<file path="config.mk">
export PLATFORM = sky130hd
export DESIGN_NAME = loop_current_scaler_with_history_mean_unit_flat
export DESIGN_NICKNAME = d
export VERILOG_FILES = /design/src/rtl/lcs_pkg.sv /design/src/rtl/lcs_stream_if.sv /design/src/rtl/lcs_ctrl.sv /design/src/rtl/lcs_datapath.sv /design/src/rtl/loop_current_scaler_with_history_mean_unit.sv /design/src/flat_wrapper.sv
export SDC_FILE = /design/constraint.sdc
export NUM_CORES = 2
export LEC_CHECK = 0
export BUFFER_PORTS_ARGS = -buffer_cell sky130_fd_sc_hd__buf_2
export CORE_AREA = 2 2 307 309
export CTS_CLUSTER_SIZE = 12
export DETAILED_ROUTE_END_ITERATION = 6
export DIE_AREA = 0 0 309 311
export PLACE_DENSITY = 0.7
export SKIP_LAST_GASP = 1
export SLEW_MARGIN = 20
export SYNTH_ARGS = -nofsm -noshare
export SYNTH_HDL_FRONTEND = slang
export SYNTH_SLANG_ARGS = --single-unit
</file>
<file path="constraint.sdc">
create_clock -name clock -period 8.35 [get_ports clock]
set_input_delay 0.4175 -clock clock [delete_from_list [all_inputs] [get_ports clock]]
set_output_delay 0.4175 -clock clock [all_outputs]
set_load 0.1 [all_outputs]
</file>
<file path="src/rtl/lcs_pkg.sv">
package lcs_pkg;

   localparam int HISTORY_DEPTH = 16;

   localparam int MA_W     = 5;
   localparam int CFG_W    = 24;
   localparam int VAL_W    = 32;
   localparam int COUNT_W  = 5;
   localparam int SLOT_W   = (HISTORY_DEPTH > 1) ? $clog2(HISTORY_DEPTH) : 1;
   localparam int CNT_W    = $clog2(HISTORY_DEPTH + 1);
   localparam int SUM_W    = VAL_W + SLOT_W;
   localparam int REM_W    = CNT_W + 1;
   localparam int STEP_W   = $clog2(SUM_W + 1);
   localparam int CSR_IDX_W = 1;

   localparam logic [CSR_IDX_W-1:0] REG_RANGE_LOW  = 1'd0;
   localparam logic [CSR_IDX_W-1:0] REG_RANGE_HIGH = 1'd1;

   localparam logic signed [CFG_W-1:0] RANGE_LOW_RESET  = 24'sd0;
   localparam logic signed [CFG_W-1:0] RANGE_HIGH_RESET = 24'sd25600;

   typedef struct packed {
      logic capture;
      logic mul;
      logic scale;
      logic update;
      logic div_start;
      logic div_step;
      logic load_out;
   } ctrl_cmd_type;

   typedef struct packed {
      logic out_free;
   } ctrl_status_type;

endpackage

</file>
<file path="src/rtl/lcs_stream_if.sv">
interface lcs_req_if;
   logic       valid;
   logic       ready;
   logic [4:0] current_ma;

   modport source (output valid, output current_ma, input ready);
   modport sink   (input valid, input current_ma, output ready);
endinterface

interface lcs_rsp_if;
   logic        valid;
   logic        ready;
   logic [31:0] scaled_value;
   logic [31:0] history_mean;
   logic [4:0]  valid_count;

   modport source (output valid, output scaled_value, output history_mean,
                   output valid_count, input ready);
   modport sink   (input valid, input scaled_value, input history_mean,
                   input valid_count, output ready);
endinterface

</file>
<file path="src/rtl/lcs_ctrl.sv">
module lcs_ctrl (
   input  logic                    clock,
   input  logic                    reset,
   input  logic                    req_valid,
   output logic                    req_ready,
   input  lcs_pkg::ctrl_status_type status,
   output lcs_pkg::ctrl_cmd_type    cmd
);
   import lcs_pkg::*;

   localparam logic [2:0] S_IDLE  = 3'd0;
   localparam logic [2:0] S_MUL   = 3'd1;
   localparam logic [2:0] S_SCALE = 3'd2;
   localparam logic [2:0] S_UPD   = 3'd3;
   localparam logic [2:0] S_PREP  = 3'd4;
   localparam logic [2:0] S_DIV   = 3'd5;
   localparam logic [2:0] S_DONE  = 3'd6;

   localparam logic [STEP_W-1:0] LAST_STEP = STEP_W'(SUM_W - 1);

   logic [2:0]        state_ff, state_in;
   logic [STEP_W-1:0] step_ff, step_in;

   assign req_ready = (state_ff == S_IDLE);

   always_comb begin
      state_in = state_ff;
      step_in  = step_ff;
      cmd      = '0;
      unique case (state_ff)
         S_IDLE: begin
            if (req_valid) begin
               cmd.capture = 1'b1;
               state_in    = S_MUL;
            end
         end
         S_MUL: begin
            cmd.mul  = 1'b1;
            state_in = S_SCALE;
         end
         S_SCALE: begin
            cmd.scale = 1'b1;
            state_in  = S_UPD;
         end
         S_UPD: begin
            cmd.update = 1'b1;
            state_in   = S_PREP;
         end
         S_PREP: begin
            cmd.div_start = 1'b1;
            step_in       = '0;
            state_in      = S_DIV;
         end
         S_DIV: begin
            cmd.div_step = 1'b1;
            step_in      = step_ff + 1'b1;
            if (step_ff == LAST_STEP) begin
               state_in = S_DONE;
            end
         end
         S_DONE: begin
            if (status.out_free) begin
               cmd.load_out = 1'b1;
               state_in     = S_IDLE;
            end
         end
         default: begin
            state_in = S_IDLE;
         end
      endcase
   end

   always_ff @(posedge clock) begin
      if (reset) begin
         state_ff <= S_IDLE;
         step_ff  <= '0;
      end else begin
         state_ff <= state_in;
         step_ff  <= step_in;
      end
   end

endmodule

</file>
<file path="src/rtl/lcs_datapath.sv">
module lcs_datapath (
   input  logic                          clock,
   input  logic                          reset,
   input  logic                          csr_write_enable,
   input  logic [lcs_pkg::CSR_IDX_W-1:0] csr_index,
   input  logic [lcs_pkg::CFG_W-1:0]     csr_write_data,
   input  logic [lcs_pkg::MA_W-1:0]      req_current_ma,
   input  lcs_pkg::ctrl_cmd_type         cmd,
   output lcs_pkg::ctrl_status_type      status,
   output logic                          rsp_valid,
   input  logic                          rsp_ready,
   output logic [lcs_pkg::VAL_W-1:0]     rsp_scaled_value,
   output logic [lcs_pkg::VAL_W-1:0]     rsp_history_mean,
   output logic [lcs_pkg::COUNT_W-1:0]   rsp_valid_count
);
   import lcs_pkg::*;

   localparam logic [SLOT_W-1:0] LAST_SLOT = SLOT_W'(HISTORY_DEPTH - 1);

   // configuration
   logic signed [CFG_W-1:0] range_low_ff, range_high_ff;

   always_ff @(posedge clock) begin
      if (reset) begin
         range_low_ff  <= RANGE_LOW_RESET;
         range_high_ff <= RANGE_HIGH_RESET;
      end else if (csr_write_enable) begin
         unique case (csr_index)
            REG_RANGE_LOW:  range_low_ff  <= csr_write_data;
            REG_RANGE_HIGH: range_high_ff <= csr_write_data;
            default: ;
         endcase
      end
   end

   // scaling
   logic [MA_W-1:0]         ma_ff;
   logic signed [CFG_W:0]   span_ff;
   logic signed [MA_W:0]    offset;
   logic signed [30:0]      prod_ff, prod_in;
   logic signed [30:0]      prod_bias;
   logic signed [26:0]      quot16;
   logic signed [VAL_W-1:0] val_ff, val_in;

   assign offset    = $signed({1'b0, ma_ff}) - 6'sd4;
   assign prod_in   = 31'(offset) * 31'(span_ff);
   assign prod_bias = prod_ff + (prod_ff[30] ? 31'sd15 : 31'sd0);
   assign quot16    = prod_bias[30:4];
   assign val_in    = (ma_ff == '0) ? '0 :
                      (VAL_W'(quot16) + VAL_W'(range_low_ff));

   always_ff @(posedge clock) begin
      if (cmd.capture) begin
         ma_ff   <= req_current_ma;
         span_ff <= (CFG_W+1)'(range_high_ff) - (CFG_W+1)'(range_low_ff);
      end
      if (cmd.mul) begin
         prod_ff <= prod_in;
      end
      if (cmd.scale) begin
         val_ff <= val_in;
      end
   end

   // history
   logic [VAL_W-1:0]         hist_mem [HISTORY_DEPTH];
   logic [HISTORY_DEPTH-1:0] hist_valid_ff;
   logic [SLOT_W-1:0]        slot_ff;
   logic [VAL_W-1:0]         old_ff;
   logic                     old_valid_ff;
   logic signed [SUM_W-1:0]  sum_ff, sum_in;
   logic [CNT_W-1:0]         count_ff;
   logic signed [SUM_W-1:0]  old_ext, val_ext;

   assign old_ext = old_valid_ff ? SUM_W'($signed(old_ff)) : '0;
   assign val_ext = SUM_W'(val_ff);
   assign sum_in  = sum_ff - old_ext + val_ext;

   always_ff @(posedge clock) begin
      if (cmd.mul) begin
         old_ff <= hist_mem[slot_ff];
      end
      if (cmd.update) begin
         hist_mem[slot_ff] <= val_ff;
      end
   end

   always_ff @(posedge clock) begin
      if (reset) begin
         hist_valid_ff <= '0;
         slot_ff       <= '0;
         sum_ff        <= '0;
         count_ff      <= '0;
         old_valid_ff  <= 1'b0;
      end else begin
         if (cmd.mul) begin
            old_valid_ff <= hist_valid_ff[slot_ff];
         end
         if (cmd.update) begin
            hist_valid_ff[slot_ff] <= 1'b1;
            sum_ff                 <= sum_in;
            if (!old_valid_ff) begin
               count_ff <= count_ff + 1'b1;
            end
            slot_ff <= (slot_ff == LAST_SLOT) ? '0 : slot_ff + 1'b1;
         end
      end
   end

   // restoring divide of |sum| by count, one bit per beat of the step counter
   logic [SUM_W-1:0] quo_ff;
   logic [REM_W-1:0] rem_ff;
   logic             neg_ff;
   logic [REM_W-1:0] rem_shift;
   logic             rem_ge;
   logic [SUM_W-1:0] mean_full;

   assign rem_shift = {rem_ff[REM_W-2:0], quo_ff[SUM_W-1]};
   assign rem_ge    = (rem_shift >= {1'b0, count_ff});
   assign mean_full = neg_ff ? (~quo_ff + 1'b1) : quo_ff;

   always_ff @(posedge clock) begin
      if (cmd.div_start) begin
         neg_ff <= sum_ff[SUM_W-1];
         quo_ff <= sum_ff[SUM_W-1] ? (~sum_ff + 1'b1) : sum_ff;
         rem_ff <= '0;
      end else if (cmd.div_step) begin
         quo_ff <= {quo_ff[SUM_W-2:0], rem_ge};
         rem_ff <= rem_ge ? (rem_shift - {1'b0, count_ff}) : rem_shift;
      end
   end

   // output register
   logic                out_valid_ff;
   logic [VAL_W-1:0]    out_scaled_ff, out_mean_ff;
   logic [COUNT_W-1:0]  out_count_ff;

   always_ff @(posedge clock) begin
      if (reset) begin
         out_valid_ff <= 1'b0;
      end else if (cmd.load_out) begin
         out_valid_ff <= 1'b1;
      end else if (rsp_ready) begin
         out_valid_ff <= 1'b0;
      end
   end

   always_ff @(posedge clock) begin
      if (cmd.load_out) begin
         out_scaled_ff <= val_ff;
         out_mean_ff   <= mean_full[VAL_W-1:0];
         out_count_ff  <= COUNT_W'(count_ff);
      end
   end

   assign status.out_free  = !out_valid_ff;
   assign rsp_valid        = out_valid_ff;
   assign rsp_scaled_value = out_scaled_ff;
   assign rsp_history_mean = out_mean_ff;
   assign rsp_valid_count  = out_count_ff;

endmodule

</file>
<file path="src/rtl/loop_current_scaler_with_history_mean_unit.sv">
// Each request runs capture, multiply, scale, history update, divider prep, the 36-step
// restoring divider for the mean and the output load; only one request is in flight at a time.
// The next request is taken once the response is loaded; a held response stalls its final load.
// Reset (synchronous, active high) clears the history valid bits, sum, count, slot,
// range registers (low 0, high 25600) and the output valid flag; stored values are not cleared.
module loop_current_scaler_with_history_mean_unit (
   input  logic                          clock,
   input  logic                          reset,
   input  logic                          csr_write_enable,
   input  logic [lcs_pkg::CSR_IDX_W-1:0] csr_index,
   input  logic [lcs_pkg::CFG_W-1:0]     csr_write_data,
   lcs_req_if.sink                       req_if,
   lcs_rsp_if.source                     rsp_if
);
   import lcs_pkg::*;

   ctrl_cmd_type    cmd;
   ctrl_status_type status;

   lcs_ctrl u_ctrl (
      .clock     (clock),
      .reset     (reset),
      .req_valid (req_if.valid),
      .req_ready (req_if.ready),
      .status    (status),
      .cmd       (cmd)
   );

   lcs_datapath u_datapath (
      .clock            (clock),
      .reset            (reset),
      .csr_write_enable (csr_write_enable),
      .csr_index        (csr_index),
      .csr_write_data   (csr_write_data),
      .req_current_ma   (req_if.current_ma),
      .cmd              (cmd),
      .status           (status),
      .rsp_valid        (rsp_if.valid),
      .rsp_ready        (rsp_if.ready),
      .rsp_scaled_value (rsp_if.scaled_value),
      .rsp_history_mean (rsp_if.history_mean),
      .rsp_valid_count  (rsp_if.valid_count)
   );

endmodule
</file>
<file path="src/flat_wrapper.sv">
// flat-port wrapper written by rule: the top's interface ports become plain ports
module loop_current_scaler_with_history_mean_unit_flat import lcs_pkg::*;
  (clock, reset, csr_write_enable, csr_index, csr_write_data, req_if_valid, req_if_current_ma, req_if_ready, rsp_if_valid, rsp_if_scaled_value, rsp_if_history_mean, rsp_if_valid_count, rsp_if_ready);
  lcs_req_if req_if_i ();
  lcs_rsp_if rsp_if_i ();
  input  logic clock;
  input  logic reset;
  input  logic csr_write_enable;
  input  logic [lcs_pkg::CSR_IDX_W-1:0] csr_index;
  input  logic [lcs_pkg::CFG_W-1:0] csr_write_data;
  input wire logic [$bits(req_if_i.valid)-1:0] req_if_valid;
  input wire logic [$bits(req_if_i.current_ma)-1:0] req_if_current_ma;
  output wire logic [$bits(req_if_i.ready)-1:0] req_if_ready;
  output wire logic [$bits(rsp_if_i.valid)-1:0] rsp_if_valid;
  output wire logic [$bits(rsp_if_i.scaled_value)-1:0] rsp_if_scaled_value;
  output wire logic [$bits(rsp_if_i.history_mean)-1:0] rsp_if_history_mean;
  output wire logic [$bits(rsp_if_i.valid_count)-1:0] rsp_if_valid_count;
  input wire logic [$bits(rsp_if_i.ready)-1:0] rsp_if_ready;
  assign req_if_i.valid = req_if_valid;
  assign req_if_i.current_ma = req_if_current_ma;
  assign req_if_ready = req_if_i.ready;
  assign rsp_if_valid = rsp_if_i.valid;
  assign rsp_if_scaled_value = rsp_if_i.scaled_value;
  assign rsp_if_history_mean = rsp_if_i.history_mean;
  assign rsp_if_valid_count = rsp_if_i.valid_count;
  assign rsp_if_i.ready = rsp_if_ready;
  loop_current_scaler_with_history_mean_unit u_core (.clock(clock), .reset(reset), .csr_write_enable(csr_write_enable), .csr_index(csr_index), .csr_write_data(csr_write_data), .req_if(req_if_i), .rsp_if(rsp_if_i));
endmodule
</file>
### Word level (Yosys, flattened, before mapping)

Memories as Yosys holds them, arrays and structs flattened. A register that Yosys moved wholly into a read port is not among the register bits.
Index checks and enable logic that the tools add are counted.

| storage, ports and cells | value |
|---|---|
| logic and storage cells | 93 |
| memories | 1 |
| RAM bits | 512 |
| register bits after elaboration | 316 |
| memory bits (read-only) | 0 |
| bits in latches | 0 |
| output and inout port bits | 71 |

Memories:

| name | depth | bits a word | rd ports | clocked after memory_dff | wr ports | line | source |
|---|---|---|---|---|---|---|---|
| u_core.u_datapath.hist_mem | 16 | 32 | 1 | 1 | 1 | lcs_datapath.sv:66 | `logic [VAL_W-1:0] hist_mem [HISTORY_DEPTH];` |

| operators by class | value |
|---|---|
| $mul | 1 |
| mux-type cells | 30 |
| divide/modulo/power cells | 0 |
| reductions and logical operators | 10 |
| magnitude comparators | 3 |
| eq/ne operators | 11 |
| shifts and indexed selects | 0 |
| bitwise gates (word level) | 5 |
| add/sub/neg operators | 12 |

Operators with widths:

| cell | number |
|---|---|
| $mux 36 | 4 |
| $add 36x1->36 const B | 1 |
| $add 36x28->36 | 1 |
| $not 36->36 | 1 |
| $sub 36x36->36 | 1 |
| $add 32x1->32 const B | 1 |
| $mux 32 | 1 |
| $not 32->32 | 1 |
| $add 31x5->31 | 1 |
| $mul 6x25->31 | 1 |
| $add 27x24->28 | 1 |
| $sub 24x24->25 | 1 |
| $pmux 3 s7 | 1 |
| $or 16x16->16 | 1 |
| $mux 1 | 15 |
| $pmux 6 s2 | 1 |
| $eq 3x3->1 const B | 3 |
| $mux 3 | 3 |
| $mux 4 | 2 |
| $add 6x1->6 const B | 1 |
| $eq 3x2->1 const B | 2 |
| $eq 6x6->1 const B | 1 |
| $ge 6x5->1 | 1 |
| $ne 2x2->1 const B | 3 |
| other kinds (18) | 23 |

### Depth between registers and ports, before layout

| depth | value |
|---|---|
| depth in word-level cells | 5 |
| gate-level depth with buffers | 23 |
| mapped depth without buffers | 22 |

### Modules after synthesis

From an unflattened synthesis, not the netlist that was laid out.

| second synthesis, totals | value |
|---|---|
| cells, all modules | 3224 |
| area, all modules | 41607.4 um^2 |

Modules (own cells, without submodules):

| module | cells an instance | seq. area each (um^2) | area an instance (um^2) | times used |
|---|---|---|---|---|
| lcs_datapath | 3161 | 22351.4 | 41080.6 | 1 |
| lcs_ctrl | 63 | 180.2 | 526.8 | 1 |

### Worst setup path after synthesis

No wires, ideal clock.

| timing | value |
|---|---|
| path kind | reg-to-reg |
| from | register u_core.u_datapath.ma_ff[2] |
| to | register u_core.u_datapath.prod_ff[30], data pin |
| stages on the path, launching flop included | 23 |
| data required time | 8.091 ns |
| setup time | 0.259 ns |
| buffers on the path | 2 |
| arrival | 5.938 ns |
| setup slack | 2.153 ns |
| period minus slack after synthesis | 6.197 ns |
| cell sequence | edfxtp_1 clkinv_1 clkbuf_1 ha_1 xor2_1 clkbuf_1 nand2_1 fa_1 fa_1 inv_1 fa_1 inv_1 fa_1 fa_1 nor2b_1 o211ai_1 a31oi_1 a211oi_1 o41ai_1 a21o_1 a2111oi_0 o21bai_1 xnor2_1 |

| between the ends | value |
|---|---|
| longest elaborated chain between the ends | 2 |

RTL lines:

| what | line | source |
|---|---|---|
| from (decl) | lcs_datapath.sv:37 | `logic [MA_W-1:0] ma_ff;` |
| from (signal assigned) | lcs_datapath.sv:54 | `ma_ff <= req_current_ma;` |
| $sub 5x3->6 | lcs_datapath.sv:45 | `assign offset = $signed({1'b0, ma_ff}) - 6'sd4;` |
| $mul 6x25->31 | lcs_datapath.sv:46 | `assign prod_in = 31'(offset) * 31'(span_ff);` |
| net u_core.u_datapath.prod_in[30] | lcs_datapath.sv:40 | `logic signed [30:0] prod_ff, prod_in;` |
| to (signal assigned) | lcs_datapath.sv:58 | `prod_ff <= prod_in;` |
| to (decl) | lcs_datapath.sv:40 |  |

The timed path passes the listed nets, and every way through them passes these cells.
A chain may end at the register's enable or synchronous reset.

### Worst setup path in the final report

Same ends and word-level chain as after synthesis.

==> flow_summary_export.csv <==
group,metric,value,unit
run_status,status,"finished clean",
synthesis,synth_area_leader_cell,"edfxtp_1",
synthesis,ys_ff_latch,792,
clock_network,holdBufCountCts,8,
clock_network,path_clk_slew,60,ps
place,dp_hpwl,61730,microns
place,gp_congestion,0.8722,
floorplan,start_util,44.55,%
global_route,grt_max_degree,110,
sta,slew_violations,0,
sta,timing_hold_violations_final,0,
sta,finalSetupViolCount,0,
sta,min_period,6559,ps
critical_path,path_class,"reg -> reg",
sta,min_period_over_period,78.56,%
synthesis,yosys-top-cells-count,"edfxtp_1, inv_1, nand2_1",
final_layout,drive_gt1_share,12.81,%
global_route,antenna_found_initial,0,
synthesis,yosysMostFrequentCell,"edfxtp_1",
final_layout,synthToLayoutAreaGrowth,11.28,%
critical_path,cp.arrival,6950,ps
sta,slew_headroom,21.20,%
power,cellPowerDensity,263.1,nW/um^2
route,vias_per_cell,5.430,
synthesis,synth_edf_count,667,
critical_path,cp-end-kind,"flip-flop",
critical_path,crit_fanout,25,
critical_path,critPathLaunchType,"flip-flop",
sta,grt_setup_unrepaired,"false",
clock_network,numCtsBuffers,86,
clock_network,post_cts_buffers,0,
worst_hold_path,min_path_type,"in -> reg",
floorplan,rows,112,
critical_path,cpMaxStageDelayCell,"fa_1",
clock_network,cts_tree,"done",
route,drtAntennaViolNets,0,
clock_network,clock-sinks,792,
global_route,grt_pass1_wl,146000,microns
run,drv_cap,0,
floorplan,die_area,96100,sq um
place,place.port_buffers,105,
route,drt_pre_antenna_iters,5,
floorplan,die_height,311,microns
clock_network,cts_buffer_depth,3,
synthesis,seq_area_frac_synth,54.52,%
synthesis,synth_top_area_share,48.46,%
clock_network,ctsHtreeMaxLevel,3,
synthesis,async_flop_share,0,%
power,ir_drop,0.0001748,V
critical_path,cp_cell_sequence,"clkinv_1, buf_4, ha_1, xor2_1, buf_4, nand2_1, fa_1, fa_1, inv_1, fa_1, inv_1, fa_1, fa_1, nor2b_1, o211ai_1, a31oi_1, a211oi_1, o41ai_1, a21o_1, a2111oi_0, o21bai_1, xnor2_1",
final_layout,nNetsFinal,3689,
route,first_iter_violations,2058,
critical_path,critical-path-max-stage-delay,550,ps
route,num_vias,25340,
global_route,grt_usage,19.83,%
clock_network,cts-root-buf,"clkbuf_16",
clock_network,clock_latency,650,ps
sta,max_freq,152.5,MHz
clock_network,cts-resized-gates,0,
synthesis,synth_ff_type,"edfxtp_1",
route,wire_per_inst,20.32,microns
synthesis,yosys_warnings,0,
critical_path,crit_required,8740,ps
critical_path,cp_common_cell,"fa_1",
floorplan,ios,106,
synthesis,synth_nets,3587,
floorplan,dieWidth,309,microns
power,p_leak,16.96,nW
synthesis,syn_avg_cell_area,12.73,sq um
global_route,grt_pass1_vias,25190,
floorplan,coreArea,92770,sq um
route,drcViolationCount,0,
sta,clock_skew,35.97,ps
synthesis,synth_cell_type_count,70,
synthesis,synth_cells,3247,
global_route,grt_overflow,0,
sta,tightestPinTransition,1182,ps
sta,hold_ws,29.04,ps
route,wirelength,94860,microns
synthesis,syn_area,41330,sq um
sta,tns,0,ps
synthesis,yosys-top-cells-area,"edfxtp_1, mux4_2, fa_1, dfxtp_1, ha_1",
-- final timing paths --
kind	startpoint	end	slack, ps	cells after the start
max	u_core.u_datapath.ma_ff[2]	u_core.u_datapath.prod_ff[30]	1790	22
max reg2reg	u_core.u_datapath.ma_ff[2]	u_core.u_datapath.prod_ff[30]	1790	22
min	csr_write_data[20]	u_core.u_datapath.range_low_ff[20]	30	3
min reg2reg	u_core.u_datapath.count_ff[4]	u_core.u_datapath.rsp_valid_count[4]	430	0
-- worst max-delay path: cells and delay by family (launching register included) --
kind	cells	cell delay (ps)
AOI/OAI and AO/OA	7	1740
buffers and inverters	5	720
and+or+nand+nor	2	300
adders and majority gates	6	2790
DFF	1	540
xor gates and xnor gates	2	220
-- logic make-up (layout without fill, tap and decap cells) --
kind of cell / Yosys count / in the layout / synth area share, %
AO/OA/AOI/OAI: 523 / 523 / 7.835
XOR/XNOR: 185 / 185 / 3.921
adder cells (fa/ha/maj): 305 / 305 / 11.78
buffers and inverters: 458 / 622 / 4.199
flip-flops: 792 / 792 / 54.52
multiplexers: 154 / 154 / 8.129
other: 0 / 2 / 0
AND/OR/NAND/NOR: 830 / 830 / 9.621
-- layout by cell type, fill, tap and decap left out, drive strengths merged, types with 50 or more instances in the layout --
cell type,n
o21ai,86
nor2b,61
dfxtp,125
a21o,50
mux4,145
fa,140
xnor2,150
nor2,173
edfxtp,667
buf,128
ha,165
and2,91
nand2,301
clkbuf,126
inv,340
a21oi,224
-- metrics by stage --
stage | cell area [sq um] | util [%] | std cells | total power (W) | setup WS [ps]
6_report | 45990 | 49.57 | 4667 | 0.01210 | 1791
3_3_place_gp | 43190 | 46.55 | 4507 | 0.008428 | 1974
4_1_cts | 45980 | 49.56 | 4665 | 0.01218 | 1818
3_5_place_dp | 43190 | 46.55 | 4507 | 0.008463 | 1860
5_1_grt | 45980 | 49.57 | 4665 | 0.01275 | 1390
2_1_floorplan | 41330 | - | 3247 | 0.007488 | 2153
-- metal layers --
layer / vias up / global-route usage, % / share of wire, %
li1: 11810 / - / -
met1: 12550 / 26.25 / 42
met2: 820 / 33.12 / 49
met3: 168 / 3.637 / 6.5
met4: 0 / 6.134 / 2.8
met5: - / 0 / 0
-- state kept, by name, indices dropped and copies added, names as in the netlist, 3 cells and up --
| register | count |
|---|---|
| u_core.u_datapath.slot_ff | 4 |
| u_core.u_datapath.sum_ff | 36 |
| u_core.u_datapath.count_ff | 5 |
| u_core.u_ctrl.step_ff | 6 |
| u_core.u_datapath.span_ff | 25 |
| u_core.u_datapath.old_ff | 28 |
| u_core.u_datapath.rsp_history_mean | 32 |
| u_core.u_datapath.hist_mem | 448 |
| u_core.u_datapath.range_high_ff | 24 |
| u_core.u_datapath.ma_ff | 5 |
| u_core.u_datapath.range_low_ff | 24 |
| u_core.u_datapath.hist_valid_ff | 16 |
| u_core.u_datapath.quo_ff | 36 |
| u_core.u_datapath.rem_ff | 5 |
| u_core.u_ctrl.state_ff | 3 |
| u_core.u_datapath.rsp_valid_count | 5 |
| u_core.u_datapath.prod_ff | 31 |
| u_core.u_datapath.val_ff | 28 |
| u_core.u_datapath.rsp_scaled_value | 28 |
-- area by class of cell --
type | instances | area (sq um)
inverter | 336 | 1261
sequential | 792 | 22540
timing repair buffer | 136 | 793.3
fill | 8032 | 46780
multi-input combinational | 1997 | 17110
antenna | 2 | 5.005
clock buffer | 126 | 2450
clock inverter | 24 | 262.8
tap | 1254 | 1569
-- report_power, final --
part | leakage [nW] | internal (W) | switching [W]
combinational | 8.58 | 0.00149 | 0.00209
sequential | 7.05 | 0.00463 | 0.000201
clock | 1.32 | 0.00216 | 0.00153
total | 17.0 | 0.00827 | 0.00383
Note: power is estimated with default switching activity, not from simulation.
